==> src/hdl/ffsa_pkg.sv <==
// Shared types and constants of the first-fit slot allocator.
// No dependencies; used by ffsa_ctrl, ffsa_dpath and the top level.
`default_nettype none

package ffsa_pkg;

    // default geometry of the heap
    localparam int SLOT_COUNT_DEF = 512;
    localparam int SLOT_BYTES_DEF = 8;

    // request and result field widths
    localparam int CMD_W    = 2;
    localparam int SIZE_W   = 16;
    localparam int PTR_W    = 12;
    localparam int STATUS_W = 2;
    localparam int VALUE_W  = 12;

    // stream data widths, padded to whole bytes
    localparam int S_TDATA_W = 32;
    localparam int M_TDATA_W = 16;

    typedef enum logic [CMD_W-1:0] {
        CMD_ALLOC = 2'd0,
        CMD_FREE  = 2'd1,
        CMD_QUERY = 2'd2,
        CMD_BAD   = 2'd3
    } t_cmd;

    typedef enum logic [STATUS_W-1:0] {
        STAT_OK     = 2'd0,
        STAT_NOMEM  = 2'd1,
        STAT_BADPTR = 2'd2
    } t_status;

    typedef enum logic [1:0] {
        SLOT_FREE = 2'd0,
        SLOT_USED = 2'd1,
        SLOT_BASE = 2'd2
    } t_slot;

    // result to latch into the pending result register
    typedef enum logic [2:0] {
        RES_NONE   = 3'd0,
        RES_NOMEM  = 3'd1,
        RES_BADPTR = 3'd2,
        RES_ALLOC  = 3'd3,
        RES_SIZE   = 3'd4,
        RES_OK0    = 3'd5
    } t_res;

    typedef enum logic [3:0] {
        S_CLEAR   = 4'd0,
        S_IDLE    = 4'd1,
        S_PRE     = 4'd2,
        S_DIV     = 4'd3,
        S_SCAN    = 4'd4,
        S_MARK    = 4'd5,
        S_CHECK   = 4'd6,
        S_RELEASE = 4'd7,
        S_DONE    = 4'd8
    } t_state;

    // controller -> datapath commands
    typedef struct packed {
        logic clr_step;
        logic load;
        logic div_step;
        logic scan_start;
        logic scan_step;
        logic look;
        logic check;
        logic mark_step;
        logic rel_step;
        logic emit;
        t_res res;
    } t_dp_ctl;

    // datapath -> controller status
    typedef struct packed {
        t_cmd cmd;
        logic clr_last;
        logic bad_size;
        logic bad_ptr;
        logic div_done;
        logic rem_nz;
        logic is_base;
        logic len_zero;
        logic scan_found;
        logic scan_fail;
        logic mark_last;
        logic rel_last;
        logic out_busy;
    } t_dp_sts;

endpackage

`default_nettype wire

==> src/hdl/ffsa_ctrl.sv <==
// Sequencer of the first-fit slot allocator.
// Depends on ffsa_pkg; drives ffsa_dpath through t_dp_ctl.
`default_nettype none

module ffsa_ctrl (
    input  wire              i_clk,
    input  wire              i_rst_n,
    input  wire              i_s_valid,
    output logic             o_s_ready,
    input  ffsa_pkg::t_dp_sts i_sts,
    output ffsa_pkg::t_dp_ctl o_ctl
);
    import ffsa_pkg::*;

    t_state r_state;
    t_state n_state;

    always_ff @(posedge i_clk) begin
        if (!i_rst_n) begin
            r_state <= S_CLEAR;
        end else begin
            r_state <= n_state;
        end
    end

    // next state
    always_comb begin
        n_state = r_state;
        case (r_state)
            S_CLEAR: begin
                if (i_sts.clr_last) n_state = S_IDLE;
            end
            S_IDLE: begin
                if (i_s_valid) n_state = S_PRE;
            end
            S_PRE: begin
                case (i_sts.cmd)
                    CMD_ALLOC: n_state = i_sts.bad_size ? S_DONE : S_DIV;
                    CMD_FREE, CMD_QUERY: n_state = i_sts.bad_ptr ? S_DONE : S_DIV;
                    default: n_state = S_DONE;
                endcase
            end
            S_DIV: begin
                if (i_sts.div_done) begin
                    if (i_sts.cmd == CMD_ALLOC) n_state = S_SCAN;
                    else if (i_sts.rem_nz)      n_state = S_DONE;
                    else                        n_state = S_CHECK;
                end
            end
            S_CHECK: begin
                if (!i_sts.is_base || i_sts.cmd == CMD_QUERY || i_sts.len_zero)
                    n_state = S_DONE;
                else
                    n_state = S_RELEASE;
            end
            S_SCAN: begin
                if (i_sts.scan_found)     n_state = S_MARK;
                else if (i_sts.scan_fail) n_state = S_DONE;
            end
            S_MARK: begin
                if (i_sts.mark_last) n_state = S_DONE;
            end
            S_RELEASE: begin
                if (i_sts.rel_last) n_state = S_DONE;
            end
            S_DONE: begin
                if (!i_sts.out_busy) n_state = S_IDLE;
            end
            default: n_state = S_CLEAR;
        endcase
    end

    // outputs
    always_comb begin
        o_ctl     = '0;
        o_s_ready = 1'b0;
        case (r_state)
            S_CLEAR: begin
                o_ctl.clr_step = 1'b1;
            end
            S_IDLE: begin
                o_s_ready  = 1'b1;
                o_ctl.load = i_s_valid;
            end
            S_PRE: begin
                case (i_sts.cmd)
                    CMD_ALLOC: begin
                        if (i_sts.bad_size) o_ctl.res = RES_NOMEM;
                    end
                    CMD_FREE, CMD_QUERY: begin
                        if (i_sts.bad_ptr) o_ctl.res = RES_BADPTR;
                    end
                    default: o_ctl.res = RES_NOMEM;
                endcase
            end
            S_DIV: begin
                if (!i_sts.div_done)             o_ctl.div_step   = 1'b1;
                else if (i_sts.cmd == CMD_ALLOC) o_ctl.scan_start = 1'b1;
                else if (i_sts.rem_nz)           o_ctl.res        = RES_BADPTR;
                else                             o_ctl.look       = 1'b1;
            end
            S_CHECK: begin
                o_ctl.check = 1'b1;
                if (!i_sts.is_base)              o_ctl.res = RES_BADPTR;
                else if (i_sts.cmd == CMD_QUERY) o_ctl.res = RES_SIZE;
                else if (i_sts.len_zero)         o_ctl.res = RES_OK0;
            end
            S_SCAN: begin
                o_ctl.scan_step = 1'b1;
                if (i_sts.scan_fail) o_ctl.res = RES_NOMEM;
            end
            S_MARK: begin
                o_ctl.mark_step = 1'b1;
                if (i_sts.mark_last) o_ctl.res = RES_ALLOC;
            end
            S_RELEASE: begin
                o_ctl.rel_step = 1'b1;
                if (i_sts.rel_last) o_ctl.res = RES_OK0;
            end
            S_DONE: begin
                o_ctl.emit = !i_sts.out_busy;
            end
            default: begin
                o_ctl = '0;
            end
        endcase
    end

endmodule

`default_nettype wire

==> config.mk <==
export PLATFORM = sky130hd
export DESIGN_NAME = ffsa_ctrl
export DESIGN_NICKNAME = d
export VERILOG_FILES = /design/src/hdl/ffsa_pkg.sv /design/src/hdl/ffsa_ctrl.sv
export SDC_FILE = /design/constraint.sdc
export NUM_CORES = 1
export LEC_CHECK = 0
export BUFFER_PORTS_ARGS = -buffer_cell sky130_fd_sc_hd__buf_4
export CAP_MARGIN = 40
export CORE_MARGIN = 2
export CORE_UTILIZATION = 44
export CTS_BUF_LIST = sky130_fd_sc_hd__clkbuf_4 sky130_fd_sc_hd__clkbuf_8
export DETAILED_ROUTE_END_ITERATION = 7
export PLACE_DENSITY_LB_ADDON = 0.3
export SYNTH_ARGS = -nofsm -noshare
export SYNTH_HDL_FRONTEND = slang
export SYNTH_SLANG_ARGS = --single-unit
==> constraint.sdc <==
create_clock -name i_clk -period 1.5 [get_ports i_clk]
set_clock_uncertainty 0.05 [all_clocks]
set_input_delay 0.3 -clock i_clk [delete_from_list [all_inputs] [get_ports i_clk]]
set_output_delay 0.3 -clock i_clk [all_outputs]
set_load 0.05 [all_outputs]
==> flow_summary.yaml, run 1 <==
outcome:
  outcome: "aborted with a tool error"
  lastStage: "4_1_cts"
  error: "[ERROR DPL-0038] Utilization greater than 100%, impossible to legalize"
floorplan:
  rows: 14
  start_util: 0.471
  die_w_microns: 44.4
  ios: 31
  chipHeight_microns: 44.4
clocking:
  cts_hold_buffers: 0
  htreeDepth: 1
  cts_buffers: 3
  clockBufferDepth: 2
  cts_setup_buffers: 11
  root_buffer: "clkbuf_4"
  cts_resized: 60
  clock_sinks: 4
synth:
  synth_top_family_by_area: "simple AND/OR/NAND/NOR gates"
  synth-adder-area-share: 0.0523
  ys_types: 44
  synthXorXnorAreaFrac: 0
  synthFlopType: "dfxtp_1"
  ys_ff_latch: 4
  synth_top_area_share: 0.111
  netlist_top_cells_area: "dfxtp_1, ha_1, nor3b_1"
  synthArstFlopShare: 0
  synth_common_cells: "nor2_1, nand2_1, nor3b_1, o21ai_0"
  synth_mux_area_frac: 0.0418
  ys_seq_area_frac: 0.111
  synth_area_sq_um: 718
  synth.most_common_cell: "nor2_1"
  synth_area_per_cell_sq_um: 7.72
  synth_compound_area_frac: 0.289
  synth_edf_count: 0
  synthSimpleGateAreaFrac: 0.441
  syn-instance-count: 93
  syn-num-nets: 113
  ys_warn_count: 0
  synth_top_area_cell: "dfxtp_1"
placed_design:
  gp_congestion: 0.843
  hpwl_microns: 2080
  port_buffers: 30
logic make-up after synthesis:
| logic type | Yosys count |
|---|---|
| adder cells (fa/ha/maj) | 3 |
| flip-flops | 4 |
| AND/OR/NAND/NOR | 46 |
| buffers and inverters | 9 |
| multiplexers | 3 |
| AO/OA/AOI/OAI | 28 |
metrics by stage:
| stage | util | cells | cell area [sq um] | setup slack (ns) | hold WS, ns |
|---|---|---|---|---|---|
| after detailed placement | 0.781 | 158 | 1190 | -0.298 | 0.525 |
| after floorplan | - | 93 | 817 | -0.485 | 0.383 |
| after global placement | 0.781 | 158 | 1190 | -0.221 | 0.521 |
==> run 2, diff against run 1 <==
--- a/config.mk
+++ b/config.mk
@@ -7,11 +7,10 @@
 export LEC_CHECK = 0
 export BUFFER_PORTS_ARGS = -buffer_cell sky130_fd_sc_hd__buf_4
 export CAP_MARGIN = 40
-export CORE_MARGIN = 2
-export CORE_UTILIZATION = 44
-export CTS_BUF_LIST = sky130_fd_sc_hd__clkbuf_4 sky130_fd_sc_hd__clkbuf_8
+export CORE_AREA = 2 2 63 65
 export DETAILED_ROUTE_END_ITERATION = 7
-export PLACE_DENSITY_LB_ADDON = 0.3
+export DIE_AREA = 0 0 65 67
+export PLACE_DENSITY_LB_ADDON = 0.15
 export SYNTH_ARGS = -nofsm -noshare
 export SYNTH_HDL_FRONTEND = slang
 export SYNTH_SLANG_ARGS = --single-unit
==> constraint.sdc (replaced) <==
create_clock -name i_clk -period 2 [get_ports i_clk]
set_clock_uncertainty 0.05 [all_clocks]
set_input_delay 0.4 -clock i_clk [delete_from_list [all_inputs] [get_ports i_clk]]
set_output_delay 0.4 -clock i_clk [all_outputs]
set_load 0.05 [all_outputs]
==> run 2 against run 1 <==
The flow now finishes, with violations (setup timing). Synthesized cell count did not move. Area after synthesis did not move.
==> flow_summary.yaml, run 2 <==
outcome:
  outcome: "complete, but fails checks"
  failed_checks: "setup timing"
synth:
  synth_top_area_cell: "dfxtp_1"
  synth_area_per_cell_sq_um: 7.72
  synth_top_area_share: 0.111
  ys_seq_area_frac: 0.111
  synth.most_common_cell: "nor2_1"
  netlist_top_cells_area: "dfxtp_1, ha_1, nor3b_1"
  synth_common_cells: "nor2_1, nand2_1, nor3b_1, o21ai_0"
  ys_warn_count: 0
  synthFlopType: "dfxtp_1"
  synth_edf_count: 0
  syn-num-nets: 113
  synthArstFlopShare: 0
  ys_ff_latch: 4
  ys_types: 44
  syn-instance-count: 93
  synth_area_sq_um: 718
finish:
  layout_commonest_cell: "buf_4"
  fin_nets: 158
  reg_top3: "r_state (4)"
  utilization: 0.347
  drive_gt1_frac: 0.522
  largest_reg_flops: 4
  final_cell_mix: "buf_4, buf_6, nor2_1, nand2_1"
  diodes: 0
  area_growth_pct: 74.4
  top_register: "r_state"
  fin_area_sq_um: 1250
setup_path:
  r2r-start: "r_state[2]"
  reg2regPathDepth: 6
  critPathKind: "flip-flop to primary output"
  required_ns: 1.55
  slowest_stage: "or4b_4"
  critical-path-top-delay-family: "simple AND/OR/NAND/NOR gates"
  crit_fanout: 4
  r2r_end: "r_state[0]"
  worstPathCellList: "or4b_4, nor2_2, a31oi_1, o21ai_2, buf_6"
  worstPathArrival_ns: 1.60
  reg2reg_slack_ns: 0.20
  cp-start-kind: "flip-flop"
  crit_buf_inv: 1
  crit_path_end_kind: "primary output"
  max_stage_delay_ns: 0.58
timing:
  setup_viol: 1
  tns_ns: -0.0481
  period_needed_ns: 2.05
  finalCritPeriodShare: 1.02
  fmax_mhz: 488
  tightest_slew_ns: 0.380
  hold_viol_final: 0
  final_max_slew_viol_count: 0
  fin_ws_ns: -0.0481
  slew_headroom: 0.746
  rsz0062_at_grt: "yes"
floorplan:
  core_sq_um: 3610
  chipHeight_microns: 67
  die_w_microns: 65
  die_area_sq_um: 4360
  start_util: 0.199
  rows: 22
  ios: 31
placed_design:
  port_buffers: 30
  gp_congestion: 0.797
  place_worst_setup_slack_ns: 0.0608
  placed_area_sq_um: 1120
  hpwl_microns: 1950
power:
  clkPwrFrac: 0.111
  ir_drop_mv: 0.509
  power_uw: 1480
  powerDensity_nw_per_um2: 1180
  power_frac_seq: 0.097
  leakagePower_uw: 0.000534
  intPower_uw: 757
  sw_frac_of_total: 0.490
  p_comb_frac: 0.792
  power_switching_uw: 726
detailed_routing:
  drc_errors: 0
  drt_wl_total_microns: 2580
  wire_per_inst_microns: 14.0
  drtIter0Drc: 50
  detail-route-antenna-nets: 0
  firstDrtPassIters: 4
  vias_per_cell: 4.84
  dr_total_vias: 890
clocking:
  root_buffer: "clkbuf_8"
  cts_tree: "yes"
  cts_hold_buffers: 0
  cts_buffers: 3
  clock_sinks: 4
  htreeDepth: 1
  path_clk_slew_ns: 0.03
  clockBufferDepth: 2
  clk_latency_ns: 0.21
global_routing:
  grt_pass1_vias: 884
  grt_pass1_wl_microns: 4220
  antenna_found_initial: 0
  grt_max_degree: 12
  grt_use_total: 0.123
  globalRouteOverflowTotal: 0
run:
  drv_cap: 0
worst_hold_path:
  hold_class: "primary input to flip-flop"
  worstHoldEndpoint: "r_state[2]"
  worst_hold_path.num_cells: 2
  hp-start: "i_rst_n"
run 2: cell counts after synthesis:
Identical to the previous run, type by type.
run 2: logic make-up (layout without fill, tap and decap cells):
group	Yosys count	count (layout)	synth area share
DFF	4	4	0.112
buffers and inverters	9	52	0.0645
muxes	3	3	0.0418
adders and majority gates	3	3	0.0523
and+or+nand+nor	46	46	0.441
AOI/OAI and AO/OA	28	28	0.289
run 2: routing by layer:
metal	global-route usage	wire (microns)
met5	0	0
met4	0.0239	0
met3	0.0203	107
met2	0.200	1230
met1	0.170	1250
run 2: power groups by stage:
stage	clock network [uW]	logic [uW]	registers [uW]
floorplan	0	746	140
global placement	0	1080	138
detailed placement	0	1080	138
CTS	170	1130	140
global route	174	1260	148
finish	164	1170	144
run 2: metrics by stage:
step / std cells / hold slack [ns]
floorplan: 93 / 0.483
global placement: 178 / 0.585
detailed placement: 178 / 0.598
CTS: 183 / 0.418
global route: 184 / 0.421
finish: 184 / 0.420
run 2: what timing repair did:
item | 4_1_cts | 5_1_grt
setup endpoints to repair | 5 | 5
setup buffers | 2 | 1
gates resized for setup | 9 | 11
pin swaps | 2 | 7
run 2: cell type report:
| cell class | instances | area (sq um) |
|---|---|---|
| Fill cell | 377 | 2350 |
| Sequential cell | 4 | 83.8 |
| Timing Repair Buffer | 47 | 383 |
| Clock buffer | 3 | 41.3 |
| Multi-Input combinational cell | 80 | 677 |
| Tap cell | 48 | 60.1 |
| Inverter | 2 | 7.51 |
run 2: how the worst max path moves through the flow:
stage,depth (start not counted),slack (ns),to,start
floorplan,4,-0.35,o_ctl[11],r_state[0]
global placement,6,0.11,o_ctl[1],i_sts[6]
detailed placement,7,0.06,o_ctl[0],i_sts[12]
CTS,5,-0.06,o_ctl[1],r_state[0]
global route,5,-0.11,o_ctl[1],r_state[2]
finish,5,-0.05,o_ctl[1],r_state[2]
run 2: worst reg2reg max path, stage by stage, from the launching register on:
cell	delay [ns]
dfxtp_2	0.33
or4b_4	0.58
buf_4	0.16
buf_4	0.12
a211oi_2	0.19
nor3b_1	0.09
o22ai_1	0.18
No activity file was read; power rests on OpenSTA's default activity.
==> run 3, diff against run 2 <==
==> constraint.sdc (replaced) <==
create_clock -name i_clk -period 1.9 [get_ports i_clk]
set_clock_uncertainty 0.05 [all_clocks]
set_input_delay 0.38 -clock i_clk [delete_from_list [all_inputs] [get_ports i_clk]]
set_output_delay 0.38 -clock i_clk [all_outputs]
set_load 0.05 [all_outputs]
==> run 3 against run 2 <==
The flow still finishes with violations (setup timing). Routed wire length is 6.7% higher. Via count grew 9.4%. Count of clock-buffer cells in the layout stayed put. Cell count is 7.6% higher. Die area unchanged. Combinational power is 35% higher. Setup slack lost 0.074 ns. Critical path depth is the same. Sequential share of layout area decreased by 0.77 points. Flip-flop and latch count unchanged. Cell area is 18% higher.
==> flow_summary.yaml, run 3 (synthesis results as in run 2) <==
global_routing:
  globalRouteOverflowTotal: 0
  grt_max_degree: 12
  antenna_found_initial: 0
  grt_pass1_vias: 953
  grt_pass1_wl_microns: 4380
  grt_use_total: 0.130
detailed_routing:
  dr_total_vias: 974
  detail-route-antenna-nets: 0
  wire_per_inst_microns: 13.9
  drtIter0Drc: 45
  drt_wl_total_microns: 2760
  firstDrtPassIters: 4
  drc_errors: 0
  vias_per_cell: 4.92
power:
  powerDensity_nw_per_um2: 1300
  ir_drop_mv: 0.424
  leakagePower_uw: 0.000634
  power_uw: 1920
placed_design:
  port_buffers: 30
  placed_area_sq_um: 1160
  gp_congestion: 0.849
  place_worst_setup_slack_ns: 0.0200
  dp.cells: 178
  hpwl_microns: 1920
timing:
  finalCritPeriodShare: 1.06
  tightest_slew_ns: 0.355
  hold_viol_final: 0
  setup_viol: 3
  fin_ws_ns: -0.123
  fmax_mhz: 494
  final_max_slew_viol_count: 0
  slew_headroom: 0.764
  period_needed_ns: 2.02
  rsz0062_at_grt: "yes"
outcome:
  outcome: "complete, but fails checks"
  failed_checks: "setup timing"
clocking:
  cts_tree: "yes"
  cts_hold_buffers: 0
  cts_buffers: 3
  clock_sinks: 4
  clockBufferDepth: 2
  htreeDepth: 1
  clk_latency_ns: 0.22
  root_buffer: "clkbuf_8"
  path_clk_slew_ns: 0.03
setup_path:
  worstPathArrival_ns: 1.59
  required_ns: 1.47
  crit_path_end_kind: "primary output"
  cp-start-kind: "flip-flop"
  crit_fanout: 4
  critPathKind: "flip-flop to primary output"
floorplan:
  chipHeight_microns: 67
  die_area_sq_um: 4360
  rows: 22
  start_util: 0.199
  die_w_microns: 65
  ios: 31
  core_sq_um: 3610
finish:
  drive_gt1_frac: 0.613
  final_cell_mix: "buf_4, buf_6, nor2_1"
  diodes: 0
  layout_commonest_cell: "buf_4"
  area_growth_pct: 106
  fin_nets: 172
  reg_top3: "r_state (4)"
  final_cell_count_no_fill: 198
  largest_reg_flops: 4
  top_register: "r_state"
  fin_area_sq_um: 1480
run:
  drv_cap: 0
worst_hold_path:
  hold_class: "primary input to flip-flop"
-- run 3: cell count changes in the layout (fill, tap and decap cells not counted), sizes merged --
cell / before / now
buf: 47 / 61
-- run 3: timing repair --
action                                 CTS  global route
endpoints found under the hold margin    0             0
resized for setup                       21            19
pin swaps                                8             6
setup endpoints to repair                7            12
buffers inserted                        11             7
-- run 3: path summary, 6_finish.rpt --
| check | startpoint | end | slack (ns) | cells after the start |
|---|---|---|---|---|
| worst min-delay path | i_rst_n | r_state[3] | 0.40 | 2 |
| worst min register to register | r_state[0] | r_state[0] | 0.58 | 3 |
| worst max-delay path | r_state[3] | o_ctl[1] | -0.12 | 5 |
| worst max register to register | r_state[3] | r_state[3] | 0.04 | 7 |
-- run 3: per-stage QoR --
step / utilization / hold WS (ns) / TNS, ns
finish: 0.410 / 0.401 / -0.163
floorplan: - / 0.463 / -0.425
global route: 0.410 / 0.393 / -0.455
CTS: 0.375 / 0.393 / -0.161
detailed placement: 0.321 / 0.574 / 0
global placement: 0.321 / 0.579 / -0.0307
-- run 3: area by class of cell --
type / count / area (sq um)
Fill cell: 357 / 2130
Multi-Input combinational cell: 80 / 741
Timing Repair Buffer: 61 / 542
Sequential cell: 4 / 87.6
Tap cell: 48 / 60.1
Clock buffer: 3 / 41.3
Inverter: 2 / 7.51
-- run 3: routing by layer --
metal	track usage	wire [microns]
met4	0.0559	50
met3	0.0152	192
met2	0.216	1320
met5	0	0
met1	0.169	1200
-- run 3: report_power, final --
part           internal (uW)  switching (uW)
Sequential               124            33.8
Combinational            792             788
Clock                    135            48.2
Total                   1050             870
-- run 3: worst max-delay path, stage by stage, from the launching register on --
cell,delay (ns)
dfxtp_2,0.31
or4b_4,0.59
nor2_4,0.12
a31oi_4,0.10
o21ai_4,0.07
buf_6,0.17
==> run 4, diff against run 3 <==
--- a/config.mk
+++ b/config.mk
@@ -10,7 +10,9 @@
 export CORE_AREA = 2 2 63 65
 export DETAILED_ROUTE_END_ITERATION = 7
 export DIE_AREA = 0 0 65 67
+export MAX_ROUTING_LAYER = met4
 export PLACE_DENSITY_LB_ADDON = 0.15
+export SETUP_SLACK_MARGIN = 0.1
 export SYNTH_ARGS = -nofsm -noshare
 export SYNTH_HDL_FRONTEND = slang
 export SYNTH_SLANG_ARGS = --single-unit
==> constraint.sdc (replaced) <==
create_clock -name i_clk -period 2 [get_ports i_clk]
set_clock_uncertainty 0.05 [all_clocks]
set_input_delay 0.4 -clock i_clk [delete_from_list [all_inputs] [get_ports i_clk]]
set_output_delay 0.4 -clock i_clk [all_outputs]
set_load 0.05 [all_outputs]
==> run 4 against run 3 <==
The run still ends with setup timing left. Routed wire length increased by 3.3%. Cell count decreased by 2.0%. Global-route usage increased by 0.050 points. Critical path type unchanged. Largest cell class unchanged.
==> flow_summary.yaml, run 4 (synthesis results as in run 2) <==
clocking:
  clk_latency_ns: 0.22
  clock_sinks: 4
  cts_buffers: 3
  clockBufferDepth: 2
  path_clk_slew_ns: 0.03
  cts_tree: "yes"
  root_buffer: "clkbuf_8"
  htreeDepth: 1
  cts_hold_buffers: 0
detailed_routing:
  firstDrtPassIters: 4
  wire_per_inst_microns: 14.7
  dr_total_vias: 973
  drt_wl_total_microns: 2850
  drtIter0Drc: 54
  vias_per_cell: 5.02
  detail-route-antenna-nets: 0
  drc_errors: 0
finish:
  utilization: 0.399
  diodes: 0
  largest_reg_flops: 4
  fin_area_sq_um: 1440
  area_growth_pct: 100
  top_register: "r_state"
  fin_nets: 168
  num-fill-cells: 360
  layout_commonest_cell: "buf_4"
  final_cell_mix: "buf_4, buf_6, nor2_1"
  reg_top3: "r_state (4)"
  drive_gt1_frac: 0.589
timing:
  tns_ns: -0.0568
  finalCritPeriodShare: 1.03
  hold_viol_final: 0
  setup_viol: 1
  period_needed_ns: 2.06
  fmax_mhz: 486
  rsz0062_at_grt: "yes"
  final_max_slew_viol_count: 0
  tightest_slew_ns: 0.409
  fin_ws_ns: -0.0568
  slew_headroom: 0.726
floorplan:
  core_sq_um: 3610
  die_w_microns: 65
  die_area_sq_um: 4360
  rows: 22
  chipHeight_microns: 67
  start_util: 0.199
  ios: 31
global_routing:
  grt_use_total: 0.131
  globalRouteOverflowTotal: 0
  antenna_found_initial: 0
  grt_pass1_wl_microns: 4280
  grt_max_degree: 18
  grt_pass1_vias: 891
setup_path:
  worstPathArrival_ns: 1.61
  crit_fanout: 11
  critPathKind: "flip-flop to primary output"
  crit_buf_inv: 2
  crit_path_end_kind: "primary output"
  cp-start-kind: "flip-flop"
  slowest_stage: "or3b_1"
  max_stage_delay_ns: 0.42
  required_ns: 1.55
  critical-path-top-delay-family: "simple AND/OR/NAND/NOR gates"
  worstPathCellList: "buf_12, or3b_1, a21oi_4, a31oi_4, o21ai_4, buf_6"
power:
  powerDensity_nw_per_um2: 1210
  leakagePower_uw: 0.000625
  power_uw: 1740
  ir_drop_mv: 0.528
placed_design:
  place_worst_setup_slack_ns: 0.0577
  hpwl_microns: 1800
  port_buffers: 30
  placed_area_sq_um: 1120
  gp_congestion: 0.807
run:
  drv_cap: 0
outcome:
  failed_checks: "setup timing"
  outcome: "complete, but fails checks"
worst_hold_path:
  hold_class: "primary input to flip-flop"
## run 4: changes by cell type in the layout (fill, tap and decap cells not counted), sizes merged
cell	before	now
clkbuf	3	4
bufbuf	0	1
buf	61	55
## run 4: worst paths after layout
kind              startpoint         end  slack (ns)  cells after the start
setup / recovery  r_state[0]    o_ctl[1]       -0.06                      6
hold / removal       i_rst_n  r_state[2]        0.41                      2
setup reg to reg  r_state[0]  r_state[3]        0.24                      6
hold reg to reg   r_state[1]  r_state[1]        0.58                      3
## run 4: per-layer routing
layer / share of wire / vias up / routed length, microns / global-route usage
met3: 0.054 / 2 / 155 / 0.0101
li1: - / 472 / - / -
met2: 0.50 / 47 / 1420 / 0.210
met5: 0 / - / 0 / -
met4: 0.0088 / 0 / 25 / 0.0399
met1: 0.44 / 452 / 1250 / 0.175
## run 4: stage by stage
step	instances	hold slack, ns
3_5_place_dp	173	0.609
4_1_cts	182	0.411
2_1_floorplan	93	0.483
6_report	194	0.410
3_3_place_gp	173	0.607
5_1_grt	194	0.420
## run 4: report_power, final
part | leakage (uW) | total (uW) | switching (uW) | internal (uW)
registers | 0.0000344 | 149 | 32.9 | 116
clock network | 0.0000216 | 172 | 43.8 | 128
logic | 0.000569 | 1420 | 728 | 689
## run 4: area by class of cell
cell class	instances	area, sq um	area share
multi-input combinational	80	726	0.505
timing repair buffer	57	518	0.360
sequential	4	85.1	0.0592
tap	48	60.1	0.0418
clock buffer	3	41.3	0.0287
inverter	2	7.51	0.00522
## run 4: what timing repair did
item,CTS,global route
setup endpoints to repair,6,10
buffers inserted,5,12
resized for setup,18,12
pin swaps,5,5
gates cloned,1,0
